### src/hw/rtl/ecpa_pkg.sv
// Shared constants, handshake structs and modular add/subtract helpers for the
// affine point adder. No dependencies; used by ecpa_mulmod and ec_affine_point_add.
`default_nettype none

package ecpa_pkg;

    // Width of one field element.
    localparam int FIELD_BITS = 31;

    // Counter width for one pass of the bit-serial multiplier.
    localparam int MUL_CNT_W = $clog2(FIELD_BITS + 1);

    // Stream packing: four coordinates in, two coordinates out, padded to bytes.
    localparam int S_DATA_W = ((4 * FIELD_BITS + 7) / 8) * 8;
    localparam int M_DATA_W = ((2 * FIELD_BITS + 7) / 8) * 8;

    // Configuration register indexes.
    localparam logic CFG_CURVE_A = 1'b0;
    localparam logic CFG_PRIME   = 1'b1;

    // Smallest modulus the block works with.
    localparam logic [FIELD_BITS-1:0] MIN_PRIME = FIELD_BITS'(3);

    // Constant factor of the doubling slope.
    localparam logic [FIELD_BITS-1:0] TRIPLE_K = FIELD_BITS'(3);

    typedef logic [FIELD_BITS-1:0] felem_t;

    // Request to the modular multiplier: start pulse and both operands.
    typedef struct packed {
        logic   start;
        felem_t x;
        felem_t y;
    } mul_req_t;

    // Answer from the modular multiplier: one-cycle done pulse and product.
    typedef struct packed {
        logic   done;
        felem_t product;
    } mul_rsp_t;

    // (a + b) mod m for a, b already below m.
    function automatic felem_t mod_add(input felem_t a, input felem_t b, input felem_t m);
        logic [FIELD_BITS:0] s;
        s = {1'b0, a} + {1'b0, b};
        if (s >= {1'b0, m}) begin
            s = s - {1'b0, m};
        end
        return s[FIELD_BITS-1:0];
    endfunction

    // (a - b) mod m for a, b already below m.
    function automatic felem_t mod_sub(input felem_t a, input felem_t b, input felem_t m);
        felem_t d;
        if (a >= b) begin
            d = a - b;
        end else begin
            d = a + (m - b);
        end
        return d;
    endfunction

endpackage

`default_nettype wire

### src/hw/rtl/ecpa_mulmod.sv
// Bit-serial modular multiplier: scans one bit of y per cycle, most significant first.
// Depends on ecpa_pkg for widths and the request/answer structs.
`default_nettype none

module ecpa_mulmod (
    input  wire logic                             aclk,
    input  wire logic                             aresetn,
    input  wire ecpa_pkg::mul_req_t               req,
    input  wire logic [ecpa_pkg::FIELD_BITS-1:0]  modulus,
    output ecpa_pkg::mul_rsp_t                    rsp
);

    logic                              busy_reg;
    logic                              done_reg;
    logic [ecpa_pkg::FIELD_BITS-1:0]   acc_reg;
    logic [ecpa_pkg::FIELD_BITS-1:0]   x_reg;
    logic [ecpa_pkg::FIELD_BITS-1:0]   y_reg;
    logic [ecpa_pkg::MUL_CNT_W-1:0]    cnt_reg;

    logic [ecpa_pkg::FIELD_BITS:0]     dbl;
    logic [ecpa_pkg::FIELD_BITS:0]     dbl_red;
    logic [ecpa_pkg::FIELD_BITS-1:0]   addend;
    logic [ecpa_pkg::FIELD_BITS:0]     sum;
    logic [ecpa_pkg::FIELD_BITS:0]     sum_red;

    // One step: acc = 2*acc + bit*x, each term folded back below the modulus.
    always_comb begin
        dbl     = {acc_reg, 1'b0};
        dbl_red = (dbl >= {1'b0, modulus}) ? dbl - {1'b0, modulus} : dbl;
        addend  = y_reg[ecpa_pkg::FIELD_BITS-1] ? x_reg : '0;
        sum     = {1'b0, dbl_red[ecpa_pkg::FIELD_BITS-1:0]} + {1'b0, addend};
        sum_red = (sum >= {1'b0, modulus}) ? sum - {1'b0, modulus} : sum;
    end

    // Control: a pass runs for FIELD_BITS steps, then done pulses for one cycle.
    always_ff @(posedge aclk) begin
        if (!aresetn) begin
            busy_reg <= 1'b0;
            done_reg <= 1'b0;
            cnt_reg  <= '0;
        end else begin
            done_reg <= 1'b0;
            if (req.start) begin
                busy_reg <= 1'b1;
                cnt_reg  <= ecpa_pkg::MUL_CNT_W'(ecpa_pkg::FIELD_BITS);
            end else if (busy_reg) begin
                cnt_reg <= cnt_reg - ecpa_pkg::MUL_CNT_W'(1);
                if (cnt_reg == ecpa_pkg::MUL_CNT_W'(1)) begin
                    busy_reg <= 1'b0;
                    done_reg <= 1'b1;
                end
            end
        end
    end

    // Datapath: operands are captured at start, y shifts out one bit per step.
    always_ff @(posedge aclk) begin
        if (req.start) begin
            acc_reg <= '0;
            x_reg   <= req.x;
            y_reg   <= req.y;
        end else if (busy_reg) begin
            acc_reg <= sum_red[ecpa_pkg::FIELD_BITS-1:0];
            y_reg   <= {y_reg[ecpa_pkg::FIELD_BITS-2:0], 1'b0};
        end
    end

    assign rsp.done    = done_reg;
    assign rsp.product = acc_reg;

    // A new pass is only started once the previous one has finished.
    a_start_idle: assert property (@(posedge aclk) disable iff (!aresetn)
        req.start |-> !busy_reg)
        else $error("multiplier started while busy");

    // A finished product is always reduced.
    a_done_reduced: assert property (@(posedge aclk) disable iff (!aresetn)
        done_reg |-> (acc_reg < modulus))
        else $error("multiplier product not below modulus");

    // The done pulse comes only once the pass has ended.
    a_done_idle: assert property (@(posedge aclk) disable iff (!aresetn)
        done_reg |-> !busy_reg)
        else $error("multiplier done while still busy");

endmodule

`default_nettype wire

### src/hw/rtl/ec_affine_point_add.sv
// Affine point adder over a prime field: sequencer, operand registers and output stage.
// Depends on ecpa_pkg and instantiates ecpa_mulmod.
//
// Usage: each input beat on s_* carries two affine points P and Q; one result beat on m_*
// carries P + Q, or the point at infinity flagged in m_tuser with zero coordinates.
// curve_coeff_a (index 0) and field_prime (index 1) are to be written through cfg_* while
// idle; the block itself does not enforce this. A prime below 3 is used as 3.
// All multiplications go through one bit-serial modular multiplier, one operand bit per
// cycle, each one launched by a start pulse from the sequencer.
// An item runs five reductions on entry, two doubling-slope multiplications when P = Q, a
// Fermat inversion (one squaring per exponent bit above the lowest, one multiplication
// per set bit of p - 2) and three final multiplications, plus a handful of add/subtract
// steps. Primes with fewer set bits or fewer bits take less time, and a point at infinity
// leaves after the reductions.
// One item is worked on at a time; s_tready is high only while the sequencer is idle.
// The finished result sits in an output register; the next item is accepted while it
// waits, and a stalled receiver holds the sequencer only when a second result is ready.
// Reset (aresetn, synchronous, active low) returns curve_coeff_a to 0, field_prime to all
// ones, empties the output register and drops any item in progress.
`default_nettype none

module ec_affine_point_add (
    input  wire logic                                aclk,
    input  wire logic                                aresetn,
    // Configuration write port.
    input  wire logic                                cfg_wr_en,
    input  wire logic                                cfg_index,
    input  wire logic [ecpa_pkg::FIELD_BITS-1:0]     cfg_wr_data,
    // Input points. tdata: p_x, p_y, q_x, q_y, zero padding.
    input  wire logic                                s_tvalid,
    output logic                                     s_tready,
    input  wire logic [ecpa_pkg::S_DATA_W-1:0]       s_tdata,
    // Result. tdata: sum_x, sum_y, zero padding. tuser: at_infinity.
    output logic                                     m_tvalid,
    input  wire logic                                m_tready,
    output logic [ecpa_pkg::M_DATA_W-1:0]            m_tdata,
    output logic                                     m_tuser
);

    localparam int W = ecpa_pkg::FIELD_BITS;
    localparam int RING_N = 5;
    localparam int RED_CNT_W = $clog2(RING_N);

    // Sequencer states.
    localparam logic [3:0] S_IDLE    = 4'd0;
    localparam logic [3:0] S_RED     = 4'd1;
    localparam logic [3:0] S_CLASS   = 4'd2;
    localparam logic [3:0] S_SQ      = 4'd3;
    localparam logic [3:0] S_TRIPLE  = 4'd4;
    localparam logic [3:0] S_ADDA    = 4'd5;
    localparam logic [3:0] S_EXP_MUL = 4'd6;
    localparam logic [3:0] S_EXP_SQ  = 4'd7;
    localparam logic [3:0] S_SLOPE   = 4'd8;
    localparam logic [3:0] S_SSQ     = 4'd9;
    localparam logic [3:0] S_RX1     = 4'd10;
    localparam logic [3:0] S_RX2     = 4'd11;
    localparam logic [3:0] S_DX      = 4'd12;
    localparam logic [3:0] S_RYM     = 4'd13;
    localparam logic [3:0] S_RY      = 4'd14;
    localparam logic [3:0] S_OUT     = 4'd15;

    logic [3:0]            state_reg;
    logic [3:0]            state_next;
    logic                  run_reg;
    logic [RED_CNT_W-1:0]  red_cnt_reg;

    logic [W-1:0]          coeff_a_reg;
    logic [W-1:0]          prime_reg;

    // Ring of operands: raw px, py, qx, qy, a on entry, reduced after five passes.
    logic [W-1:0]          ring_reg [RING_N];
    logic [W-1:0]          mod_reg;
    logic [W-1:0]          num_reg;
    logic [W-1:0]          base_reg;
    logic [W-1:0]          acc_reg;
    logic [W-1:0]          t_reg;
    logic [W-1:0]          e_reg;
    logic                  inf_reg;

    logic                  m_tvalid_reg;
    logic [W-1:0]          sum_x_reg;
    logic [W-1:0]          sum_y_reg;
    logic                  inf_out_reg;

    ecpa_pkg::mul_req_t    mul_req;
    ecpa_pkg::mul_rsp_t    mul_rsp;
    logic                  mul_state;
    logic                  mul_fin;
    logic                  in_beat;
    logic                  out_load;
    logic                  exp_skip;
    logic                  exp_last;
    logic                  eq_x;
    logic                  ysum_zero;

    ecpa_mulmod u_mulmod (
        .aclk    (aclk),
        .aresetn (aresetn),
        .req     (mul_req),
        .modulus (mod_reg),
        .rsp     (mul_rsp)
    );

    assign s_tready = (state_reg == S_IDLE);
    assign in_beat  = s_tvalid && s_tready;
    assign out_load = (state_reg == S_OUT) && (!m_tvalid_reg || m_tready);

    // Exponent bits are consumed from the bottom; stop once none are left above.
    assign exp_skip = (state_reg == S_EXP_MUL) && !e_reg[0];
    assign exp_last = (e_reg[W-1:1] == '0);

    // Point classification on the reduced coordinates.
    assign eq_x      = (ring_reg[0] == ring_reg[2]);
    assign ysum_zero = (ecpa_pkg::mod_add(ring_reg[1], ring_reg[3], mod_reg) == '0);

    // Operand selection for the shared multiplier.
    always_comb begin
        mul_req.x = '0;
        mul_req.y = '0;
        mul_state = 1'b1;
        case (state_reg)
            S_RED: begin
                mul_req.x = W'(1);
                mul_req.y = ring_reg[0];
            end
            S_SQ: begin
                mul_req.x = ring_reg[0];
                mul_req.y = ring_reg[0];
            end
            S_TRIPLE: begin
                mul_req.x = num_reg;
                mul_req.y = ecpa_pkg::TRIPLE_K;
            end
            S_EXP_MUL: begin
                mul_req.x = acc_reg;
                mul_req.y = base_reg;
                mul_state = e_reg[0];
            end
            S_EXP_SQ: begin
                mul_req.x = base_reg;
                mul_req.y = base_reg;
            end
            S_SLOPE: begin
                mul_req.x = num_reg;
                mul_req.y = acc_reg;
            end
            S_SSQ: begin
                mul_req.x = num_reg;
                mul_req.y = num_reg;
            end
            S_RYM: begin
                mul_req.x = num_reg;
                mul_req.y = base_reg;
            end
            default: begin
                mul_state = 1'b0;
            end
        endcase
        mul_req.start = mul_state && !run_reg;
    end

    assign mul_fin = mul_state && run_reg && mul_rsp.done;

    // Next-state logic.
    always_comb begin
        state_next = state_reg;
        case (state_reg)
            S_IDLE:    if (in_beat) state_next = S_RED;
            S_RED: begin
                if (mul_fin && (red_cnt_reg == RED_CNT_W'(RING_N - 1))) begin
                    state_next = S_CLASS;
                end
            end
            S_CLASS: begin
                if (eq_x && ysum_zero) begin
                    state_next = S_OUT;
                end else if (eq_x && (ring_reg[1] == ring_reg[3])) begin
                    state_next = S_SQ;
                end else begin
                    state_next = S_EXP_MUL;
                end
            end
            S_SQ:      if (mul_fin) state_next = S_TRIPLE;
            S_TRIPLE:  if (mul_fin) state_next = S_ADDA;
            S_ADDA:    state_next = S_EXP_MUL;
            S_EXP_MUL: if (mul_fin || exp_skip) state_next = exp_last ? S_SLOPE : S_EXP_SQ;
            S_EXP_SQ:  if (mul_fin) state_next = S_EXP_MUL;
            S_SLOPE:   if (mul_fin) state_next = S_SSQ;
            S_SSQ:     if (mul_fin) state_next = S_RX1;
            S_RX1:     state_next = S_RX2;
            S_RX2:     state_next = S_DX;
            S_DX:      state_next = S_RYM;
            S_RYM:     if (mul_fin) state_next = S_RY;
            S_RY:      state_next = S_OUT;
            S_OUT:     if (out_load) state_next = S_IDLE;
            default:   state_next = S_IDLE;
        endcase
    end

    // Control registers.
    always_ff @(posedge aclk) begin
        if (!aresetn) begin
            state_reg    <= S_IDLE;
            run_reg      <= 1'b0;
            red_cnt_reg  <= '0;
            m_tvalid_reg <= 1'b0;
            coeff_a_reg  <= '0;
            prime_reg    <= '1;
        end else begin
            state_reg <= state_next;
            if (mul_req.start) begin
                run_reg <= 1'b1;
            end else if (mul_fin) begin
                run_reg <= 1'b0;
            end
            if (in_beat) begin
                red_cnt_reg <= '0;
            end else if ((state_reg == S_RED) && mul_fin) begin
                red_cnt_reg <= red_cnt_reg + RED_CNT_W'(1);
            end
            if (out_load) begin
                m_tvalid_reg <= 1'b1;
            end else if (m_tready) begin
                m_tvalid_reg <= 1'b0;
            end
            if (cfg_wr_en) begin
                if (cfg_index == ecpa_pkg::CFG_CURVE_A) begin
                    coeff_a_reg <= cfg_wr_data;
                end else begin
                    prime_reg <= cfg_wr_data;
                end
            end
        end
    end

    // Operand and result registers, updated by the step that owns them.
    always_ff @(posedge aclk) begin
        case (state_reg)
            S_IDLE: begin
                if (in_beat) begin
                    ring_reg[0] <= s_tdata[W-1:0];
                    ring_reg[1] <= s_tdata[2*W-1:W];
                    ring_reg[2] <= s_tdata[3*W-1:2*W];
                    ring_reg[3] <= s_tdata[4*W-1:3*W];
                    ring_reg[4] <= coeff_a_reg;
                    if (prime_reg < ecpa_pkg::MIN_PRIME) begin
                        mod_reg <= ecpa_pkg::MIN_PRIME;
                        e_reg   <= ecpa_pkg::MIN_PRIME - W'(2);
                    end else begin
                        mod_reg <= prime_reg;
                        e_reg   <= prime_reg - W'(2);
                    end
                end
            end
            S_RED: begin
                if (mul_fin) begin
                    for (int i = 0; i < RING_N - 1; i++) begin
                        ring_reg[i] <= ring_reg[i+1];
                    end
                    ring_reg[RING_N-1] <= mul_rsp.product;
                end
            end
            S_CLASS: begin
                inf_reg  <= eq_x && ysum_zero;
                t_reg    <= '0;
                acc_reg  <= (eq_x && ysum_zero) ? '0 : W'(1);
                num_reg  <= ecpa_pkg::mod_sub(ring_reg[3], ring_reg[1], mod_reg);
                base_reg <= ecpa_pkg::mod_sub(ring_reg[2], ring_reg[0], mod_reg);
            end
            S_SQ: begin
                if (mul_fin) num_reg <= mul_rsp.product;
            end
            S_TRIPLE: begin
                if (mul_fin) num_reg <= mul_rsp.product;
            end
            S_ADDA: begin
                num_reg  <= ecpa_pkg::mod_add(num_reg, ring_reg[4], mod_reg);
                base_reg <= ecpa_pkg::mod_add(ring_reg[1], ring_reg[1], mod_reg);
            end
            S_EXP_MUL: begin
                if (mul_fin) acc_reg <= mul_rsp.product;
            end
            S_EXP_SQ: begin
                if (mul_fin) begin
                    base_reg <= mul_rsp.product;
                    e_reg    <= {1'b0, e_reg[W-1:1]};
                end
            end
            S_SLOPE: begin
                if (mul_fin) num_reg <= mul_rsp.product;
            end
            S_SSQ: begin
                if (mul_fin) t_reg <= mul_rsp.product;
            end
            S_RX1: begin
                t_reg <= ecpa_pkg::mod_sub(t_reg, ring_reg[0], mod_reg);
            end
            S_RX2: begin
                t_reg <= ecpa_pkg::mod_sub(t_reg, ring_reg[2], mod_reg);
            end
            S_DX: begin
                base_reg <= ecpa_pkg::mod_sub(ring_reg[0], t_reg, mod_reg);
            end
            S_RYM: begin
                if (mul_fin) acc_reg <= mul_rsp.product;
            end
            S_RY: begin
                acc_reg <= ecpa_pkg::mod_sub(acc_reg, ring_reg[1], mod_reg);
            end
            S_OUT: begin
                if (out_load) begin
                    sum_x_reg   <= t_reg;
                    sum_y_reg   <= acc_reg;
                    inf_out_reg <= inf_reg;
                end
            end
            default: begin
            end
        endcase
    end

    // Output beat.
    assign m_tvalid = m_tvalid_reg;
    assign m_tdata  = {{(ecpa_pkg::M_DATA_W - 2 * W){1'b0}}, sum_y_reg, sum_x_reg};
    assign m_tuser  = inf_out_reg;

    // The point at infinity always carries zero coordinates.
    a_inf_zero: assert property (@(posedge aclk) disable iff (!aresetn)
        (m_tvalid && m_tuser) |-> (m_tdata == '0))
        else $error("point at infinity with nonzero coordinates");

    // An accepted beat starts the reductions with the multiplier not yet launched.
    a_accept_starts: assert property (@(posedge aclk) disable iff (!aresetn)
        (s_tvalid && s_tready) |=> ((state_reg == S_RED) && !run_reg))
        else $error("accepted beat did not start the reductions");

    // A waiting result beat holds still while the receiver stalls.
    a_out_stable: assert property (@(posedge aclk) disable iff (!aresetn)
        (m_tvalid && !m_tready) |=> (m_tvalid && $stable(m_tdata) && $stable(m_tuser)))
        else $error("result beat changed while stalled");

endmodule

`default_nettype wire

### config.mk
export PLATFORM = sky130hd
export DESIGN_NAME = ec_affine_point_add
export DESIGN_NICKNAME = d
export VERILOG_FILES = /design/src/hw/rtl/ecpa_pkg.sv /design/src/hw/rtl/ecpa_mulmod.sv /design/src/hw/rtl/ec_affine_point_add.sv
export SDC_FILE = /design/constraint.sdc
export NUM_CORES = 2
export LEC_CHECK = 0
export BUFFER_PORTS_ARGS = -buffer_cell sky130_fd_sc_hd__buf_4
export CORE_MARGIN = 4
export CORE_UTILIZATION = 59
export CTS_CLUSTER_DIAMETER = 120
export CTS_CLUSTER_SIZE = 28
export DETAILED_ROUTE_END_ITERATION = 6
export GPL_TIMING_DRIVEN = 0
export PLACE_DENSITY = 0.8
export SLEW_MARGIN = 20
export SYNTH_ARGS = -nofsm -noshare
export SYNTH_HDL_FRONTEND = slang
export SYNTH_SLANG_ARGS = --single-unit
### constraint.sdc
create_clock -name aclk -period 13.4 [get_ports aclk]
set_input_delay 3.35 -clock aclk [delete_from_list [all_inputs] [get_ports aclk]]
set_output_delay 3.35 -clock aclk [all_outputs]
set_load 0.02 [all_outputs]
Yosys cells after proc, flatten, opt, wreduce, memory -nomap -nowiden --
Memory sizes are Yosys's and may differ from the RTL's. Index checks and enable logic that the tools add are counted.
Storage, ports and cells: register bits 421, latch bits 0, memory bits (writable) 155, bits in read-only memories 0, input bits 165, output and inout port bits 67, memories 1
Cells by class: add/subtract/negate cells 28, multiply operators 0, divide/modulo/power cells 0, $lt $le $gt $ge 12, equality and inequality tests 31, shifts and indexed selects 0, mux-type cells 61, bitwise logic cells 8, reductions and logical operators 41
Memories:
- ring_reg | depth 5, bits a word 31, read ports 5, clocked after Yosys merged registers in 0, wr ports 5, RTL line ec_affine_point_add.sv:71 | logic [W-1:0] ring_reg [RING_N];
Operators with widths (number):
- 2-to-1 mux 31 bit | 23
- one-hot mux 62 bit (8 select lines) | 1
- subtractor 31 bit | 15
- one-hot mux 31 bit (4 select lines) | 2
- adder 31 bit | 6
- greater-or-equal comparator 31 bit | 6
- one-hot mux 31 bit (3 select lines) | 2
- greater-or-equal comparator 32 x 31 -> 1 bit | 5
- adder 31 x 31 -> 32 bit | 4
- one-hot mux 4 bit (16 select lines) | 1
- == test 31 bit | 2
- one-hot mux 31 bit (2 select lines) | 1
- 2-to-1 mux 4 bit | 12
- == test 4 bit, second input constant | 8
- logical NOT 31 bit | 1
- < comparator 31 x 2 -> 1 bit, second input constant | 1
- subtractor 31 x 2 -> 31 bit, second input constant | 1
- logical NOT 30 bit | 1
- == test 4 x 3 -> 1 bit, second input constant | 4
- != test 2 bit, second input constant | 8
- AND reduction 2 bit | 8
- 2-to-1 mux 1 bit | 15
- logical AND 1 bit | 10
- 2-to-1 mux 5 bit | 2
- 22 further kinds | 42

Depth between registers and ports, before layout --
depth in word-level cells 9, gate-level depth with buffers 41, mapped depth without buffers 38

Modules after synthesis --
Synthesis repeated with hierarchy kept, for this count alone.
Second synthesis, totals: cells, all modules 7697, area total of the unflattened synthesis 62997.9 µm²
Modules (own cells, without submodules):
- ec_affine_point_add | instances 1, cells each 6641, area an instance 53938.0 µm², sequential area each 13583.0 µm²
- ecpa_mulmod | instances 1, cells each 1056, area an instance 9059.9 µm², sequential area each 2622.5 µm²

Worst setup path after synthesis --
Ideal clock, no wire load.
kind reg2reg, from register state_reg[0], to memory ring_reg[0][0] (netlist bit), enable pin, setup time 0.884 ns, arrival time 12.163 ns, data required time 12.516 ns, setup slack 0.353 ns, stages on the path, launching flop included 6, path buffers 1, period minus slack after synthesis 13.047 ns, cells stage by stage dfxtp_1 -> clkbuf_1 -> mux2_2 -> a21oi_1 -> nand3_1 -> o21ai_0
RTL lines:
- from (decl) | RTL line ec_affine_point_add.sv:62 | logic [3:0] state_reg;
- from (signal assigned) | RTL line ec_affine_point_add.sv:210 | state_reg <= state_next;
- to (decl) | RTL line ec_affine_point_add.sv:71

Worst setup path in the final report --
from register mod_reg[0], to register u_mulmod.acc_reg[0] (netlist bit)
On the way: word-level cells in the longest chain between the ends 5, elaborated cells on any way between the ends 7, classes of those cells 3 x add/sub; 2 x order compare; 2 x mux
Ends and longest elaborated chain:
- from (decl) | RTL line ec_affine_point_add.sv:72 | logic [W-1:0] mod_reg;
- from (signal assigned) | RTL line ec_affine_point_add.sv:247 | mod_reg <= ecpa_pkg::MIN_PRIME;
- from (signal assigned) | RTL line ec_affine_point_add.sv:250 | mod_reg <= prime_reg;
- subtractor 31 bit or greater-or-equal comparator 32 x 31 -> 1 bit (tied branches) | RTL line ecpa_mulmod.sv:29 | dbl_red = (dbl >= {1'b0, modulus}) ? dbl - {1'b0, modulus} : dbl;
- 2-to-1 mux 31 bit | RTL line ecpa_mulmod.sv:29
- adder 31 x 31 -> 32 bit | RTL line ecpa_mulmod.sv:31 | sum = {1'b0, dbl_red[ecpa_pkg::FIELD_BITS-1:0]} + {1'b0, addend};
- subtractor 31 bit or greater-or-equal comparator 32 x 31 -> 1 bit (tied branches) | RTL line ecpa_mulmod.sv:32 | sum_red = (sum >= {1'b0, modulus}) ? sum - {1'b0, modulus} : sum;
- 2-to-1 mux 31 bit (*) | RTL line ecpa_mulmod.sv:32
- to (signal assigned) | RTL line ecpa_mulmod.sv:63 | acc_reg <= sum_red[ecpa_pkg::FIELD_BITS-1:0];
- to (decl) | RTL line ecpa_mulmod.sv:15 | logic [ecpa_pkg::FIELD_BITS-1:0] acc_reg;
Every way passes the cells marked *; elsewhere a longest branch is shown, timed or not. A chain may end at the register's enable or synchronous reset.

==> metrics.txt <==
# TYPE chip_impl_metric gauge
chip_impl_metric{name="crit_path_max_fanout",unit=""} 10
chip_impl_metric{name="floorplan.initialDensity",unit=""} 0.597
chip_impl_metric{name="detail_route.wirelength",unit="um"} 283000
chip_impl_metric{name="dieWidth",unit="um"} 332
chip_impl_info{name="root_driver",value="sky130_fd_sc_hd__clkbuf_16"} 1
chip_impl_metric{name="grt_remaining_overflow",unit=""} 0
chip_impl_metric{name="ys_ff_latch",unit=""} 576
chip_impl_info{name="grt_setup_unrepaired",value="no"} 1
chip_impl_info{name="holdCritStartpoint",value="coeff_a_reg[23]$_SDFFE_PN0P_"} 1
chip_impl_metric{name="p_per_area",unit="nW/um^2"} 288
chip_impl_metric{name="cap_viol_max_count",unit=""} 0
chip_impl_metric{name="fraction_of_final_layout_cells_sized_beyond_drive_strength_1",unit=""} 0.0766
chip_impl_metric{name="multi_input_comb_area",unit="um^2"} 43000
chip_impl_info{name="timing.rr.start",value="mod_reg[0]$_SDFFCE_PN1P_"} 1
chip_impl_info{name="timing.critical_path.from_type",value="flip-flop"} 1
chip_impl_metric{name="drtIter0Drc",unit=""} 8959
chip_impl_metric{name="synth-async-reset-ratio",unit=""} 0
chip_impl_metric{name="total_power",unit="W"} 0.0193
chip_impl_metric{name="gp_congestion",unit=""} 1.10
chip_impl_metric{name="final_core_utilization",unit=""} 0.645
chip_impl_metric{name="synth-warning-count",unit=""} 0
chip_impl_info{name="holdPathEnd",value="coeff_a_reg[23]$_SDFFE_PN0P_"} 1
chip_impl_info{name="cp_endpoint_kind",value="flip-flop"} 1
chip_impl_metric{name="post_cts.resized_instances",unit=""} 0
chip_impl_metric{name="postSynthCellCount",unit=""} 7323
chip_impl_metric{name="route.vias.total",unit=""} 62817
chip_impl_metric{name="holdPathStages",unit=""} 2
chip_impl_metric{name="period_share",unit=""} 0.950
chip_impl_metric{name="met2WireLength",unit="um"} 121000
chip_impl_metric{name="wl_met1",unit="um"} 94200
chip_impl_metric{name="timing.critical_path.slowest_cell_delay",unit="ps"} 1170
chip_impl_metric{name="remaining_drc_errors",unit=""} 36
chip_impl_metric{name="worstSkewPairLatency",unit="ps"} 740
chip_impl_metric{name="cp_data_required_time",unit="ps"} 14040
chip_impl_info{name="worst-setup-path-type",value="flip-flop to flip-flop"} 1
chip_impl_metric{name="synth_cell_types",unit=""} 93
chip_impl_metric{name="fillCellCount",unit=""} 8842
chip_impl_metric{name="synth-compound-area-share",unit=""} 0.247
chip_impl_metric{name="dp_cells",unit=""} 8953
chip_impl_metric{name="ctsHtreeMaxLevel",unit=""} 1
chip_impl_info{name="violations",value="DRC"} 1
chip_impl_metric{name="final_antenna_net_count",unit=""} 0
chip_impl_metric{name="routed_wire_length_per_instance",unit="um"} 31.3
chip_impl_metric{name="clk_transition_reported_paths",unit="ps"} 120
chip_impl_metric{name="r2r_slack",unit="ps"} 670
chip_impl_metric{name="timing.fmax",unit="MHz"} 78.6
chip_impl_metric{name="grt_pass1_vias",unit=""} 60550
chip_impl_metric{name="total_leakage_power",unit="nW"} 28.2
chip_impl_metric{name="yosysSeqAreaShare",unit=""} 0.261
chip_impl_metric{name="port_buffers",unit=""} 224
chip_impl_metric{name="cts.path.max_buffers",unit=""} 3
chip_impl_metric{name="largest_reg_flops",unit=""} 155
chip_impl_metric{name="die_y",unit="um"} 332
chip_impl_metric{name="synthXorXnorAreaFrac",unit=""} 0.0833
chip_impl_metric{name="pin_count_of_the_biggest_net_entering_global_routing",unit=""} 32
chip_impl_metric{name="cts_made_buffers",unit=""} 30
chip_impl_metric{name="rows",unit=""} 118
chip_impl_metric{name="tritoncts_num_sinks",unit=""} 576
chip_impl_info{name="synth_area_leaders",value="sky130_fd_sc_hd__edfxtp_1 (23%), sky130_fd_sc_hd__ha_1 (14%), sky130_fd_sc_hd__xnor2_1 (5.5%)"} 1
chip_impl_info{name="synth-main-ff-cell",value="sky130_fd_sc_hd__edfxtp_1"} 1
chip_impl_metric{name="stdcell_count",unit=""} 9016
chip_impl_metric{name="mappedNetlistArea",unit="um^2"} 62000
chip_impl_metric{name="finalSetupViolCount",unit=""} 0
chip_impl_metric{name="timing.final.crit_period",unit="ps"} 12730
chip_impl_metric{name="area_fraction_of_the_dominant_cell_type_after_synthesis",unit=""} 0.226
chip_impl_info{name="synth_top_family_by_area",value="compound AO/OA/AOI/OAI gates"} 1
chip_impl_metric{name="synth_edf_count",unit=""} 467
chip_impl_metric{name="finalHoldViolCount",unit=""} 0
chip_impl_metric{name="post_synthesis_mux_area_share",unit=""} 0.0450
chip_impl_metric{name="dpl-instance-area",unit="um^2"} 66000
chip_impl_metric{name="finClkSkew",unit="ps"} 74.1
chip_impl_metric{name="final-seq-area",unit="um^2"} 16200
chip_impl_info{name="cp_slowest_cell",value="sky130_fd_sc_hd__edfxtp_1"} 1
chip_impl_metric{name="detailed_place_hpwl",unit="um"} 237000
chip_impl_info{name="cp_most_frequent_cell",value="sky130_fd_sc_hd__nand2_1"} 1
chip_impl_metric{name="coreArea",unit="um^2"} 104000
chip_impl_metric{name="slew-limit-headroom",unit=""} 0.124
chip_impl_info{name="hold_class",value="flip-flop to flip-flop"} 1
chip_impl_info{name="top_layer",value="met5"} 1
chip_impl_metric{name="met3_wirelength",unit="um"} 37300
chip_impl_metric{name="design.die.area",unit="um^2"} 110000
chip_impl_metric{name="first_pass_grt_wire_length",unit="um"} 395000
chip_impl_metric{name="synth_area_in_adders",unit=""} 0.163
chip_impl_metric{name="grtUsageTotal",unit=""} 0.487
chip_impl_metric{name="area_delta_synth_final",unit="%"} 8.10
chip_impl_metric{name="post_synth_and_or_nand_nor_area_fraction",unit=""} 0.153
chip_impl_info{name="clock_tree_from_tritoncts",value="built"} 1
chip_impl_metric{name="final-max-slew-violation-count",unit=""} 0
chip_impl_metric{name="antenna_found_initial",unit=""} 19
chip_impl_info{name="yosys.cell_count.top_type",value="sky130_fd_sc_hd__ha_1"} 1
chip_impl_metric{name="number_of_ports_placed_on_the_die_boundary",unit=""} 232
chip_impl_metric{name="worst_r2r_path_depth",unit=""} 37
chip_impl_metric{name="ctsHoldBuffers",unit=""} 0
chip_impl_metric{name="worst_pin_slew",unit="ps"} 1310
chip_impl_metric{name="post_drt_via_cell_ratio",unit=""} 6.97
chip_impl_metric{name="number_of_post_cts_setup_repair_buffers",unit=""} 0
chip_impl_metric{name="dr.pass1.iters",unit=""} 7
chip_impl_info{name="synth_top_cell_by_area",value="sky130_fd_sc_hd__edfxtp_1"} 1
chip_impl_metric{name="peakVddDrop",unit="mV"} 0.174
chip_impl_info{name="r2r-end",value="u_mulmod.acc_reg[0]$_SDFFE_PP0P_"} 1
chip_impl_metric{name="worst_ep_arrival_time",unit="ps"} 13370
chip_impl_metric{name="fin_nets",unit=""} 8530
chip_impl_metric{name="synth.avg_cell_area",unit="um^2"} 8.47
chip_impl_info{name="outcome",value="complete, but fails checks"} 1
chip_impl_info{name="synth_commonest_cells",value="sky130_fd_sc_hd__ha_1 (680), sky130_fd_sc_hd__nand2_1 (666), sky130_fd_sc_hd__a21oi_1 (632), sky130_fd_sc_hd__o21ai_0 (500), sky130_fd_sc_hd__nor2_1 (498)"} 1
chip_impl_metric{name="setup-tns-final",unit="ps"} 0
chip_impl_metric{name="fin_area",unit="um^2"} 67100
worst max path at each step:
stage	depth (start not counted)	from	end	slack [ps]
floorplan	5	state_reg[0]$_SDFFE_PN0P_	ring_reg[0][0]$_DFFE_PP_	350
global placement	6	state_reg[1]$_SDFFE_PN0P_	ring_reg[0][130]$_DFFE_PP_	-6450
detailed placement	37	mod_reg[0]$_SDFFCE_PN1P_	u_mulmod.acc_reg[0]$_SDFFE_PP0P_	1090
CTS	37	mod_reg[0]$_SDFFCE_PN1P_	u_mulmod.acc_reg[0]$_SDFFE_PP0P_	1040
global route	37	mod_reg[0]$_SDFFCE_PN1P_	u_mulmod.acc_reg[0]$_SDFFE_PP0P_	180
finish	37	mod_reg[0]$_SDFFCE_PN1P_	u_mulmod.acc_reg[0]$_SDFFE_PP0P_	670
per-layer routing:
layer,global-route usage,up-vias
met3,0.120,1162
met2,0.760,4492
met4,0.412,6
li1,-,27473
met1,0.562,29684
met5,0,-
cell usage in the layout, fill, tap and decap left out, types with 55 or more instances in the layout:
cell type,instances
sky130_fd_sc_hd__dfxtp_1,109
sky130_fd_sc_hd__nand2b_1,104
sky130_fd_sc_hd__o21a_1,102
sky130_fd_sc_hd__clkbuf_1,245
sky130_fd_sc_hd__nor2_1,495
sky130_fd_sc_hd__and2_1,67
sky130_fd_sc_hd__o21bai_1,96
sky130_fd_sc_hd__mux2i_1,89
sky130_fd_sc_hd__o21ai_0,498
sky130_fd_sc_hd__mux2_2,169
sky130_fd_sc_hd__o211ai_1,70
sky130_fd_sc_hd__xor2_1,196
sky130_fd_sc_hd__a21boi_0,55
sky130_fd_sc_hd__nor2b_1,84
sky130_fd_sc_hd__nor3_1,127
sky130_fd_sc_hd__a21oi_1,631
sky130_fd_sc_hd__a22oi_1,59
sky130_fd_sc_hd__nand3_1,176
sky130_fd_sc_hd__nand4_1,64
sky130_fd_sc_hd__nand2_1,665
sky130_fd_sc_hd__a31oi_1,65
sky130_fd_sc_hd__xnor2_1,391
sky130_fd_sc_hd__fa_1,80
sky130_fd_sc_hd__a21o_1,269
sky130_fd_sc_hd__inv_1,483
sky130_fd_sc_hd__ha_1,680
sky130_fd_sc_hd__edfxtp_1,467
sky130_fd_sc_hd__a211oi_1,69
sky130_fd_sc_hd__buf_4,236
stage by stage:
step / setup slack, ps / hold WS [ps]
after detailed placement: 1090 / 465
after global routing: 184 / 507
final: 671 / 476
after CTS: 1040 / 479
after global placement: -6450 / 451
after floorplan: 353 / 400
logic make-up after synthesis:
group | after synthesis
adders and majority gates | 760
AOI/OAI and AO/OA | 2347
other | 1
buffers and inverters | 772
DFF | 576
muxes | 258
xor gates and xnor gates | 588
and+or+nand+nor | 2021
critical path: cells and delay by family (launching register included):
kind / cells / cell delay [ps]
flops: 1 / 1170
compound gates: 20 / 5930
fa+ha+maj: 3 / 1400
xor+xnor: 1 / 160
simple gates: 8 / 1780
buf+inv: 4 / 1770
mux: 1 / 390
power breakdown:
group / total, W / leakage [nW] / switching [W] / internal [W]
clock network: 0.00121 / 0.511 / 0.000737 / 0.000476
registers: 0.00346 / 5.21 / 0.000877 / 0.00258
logic: 0.0146 / 22.5 / 0.00907 / 0.00557
total: 0.0193 / 28.2 / 0.0107 / 0.00863
cell type report:
class / instances / share of cell area
multi-input combinational: 5976 / 0.641
sequential: 576 / 0.242
timing repair buffer: 249 / 0.0316
inverter: 487 / 0.0273
tap: 1380 / 0.0258
buffer: 285 / 0.0167
clock buffer: 39 / 0.0122
clock inverter: 16 / 0.00362
antenna: 8 / 0.000299
Note: power is estimated with default switching activity, not from simulation.
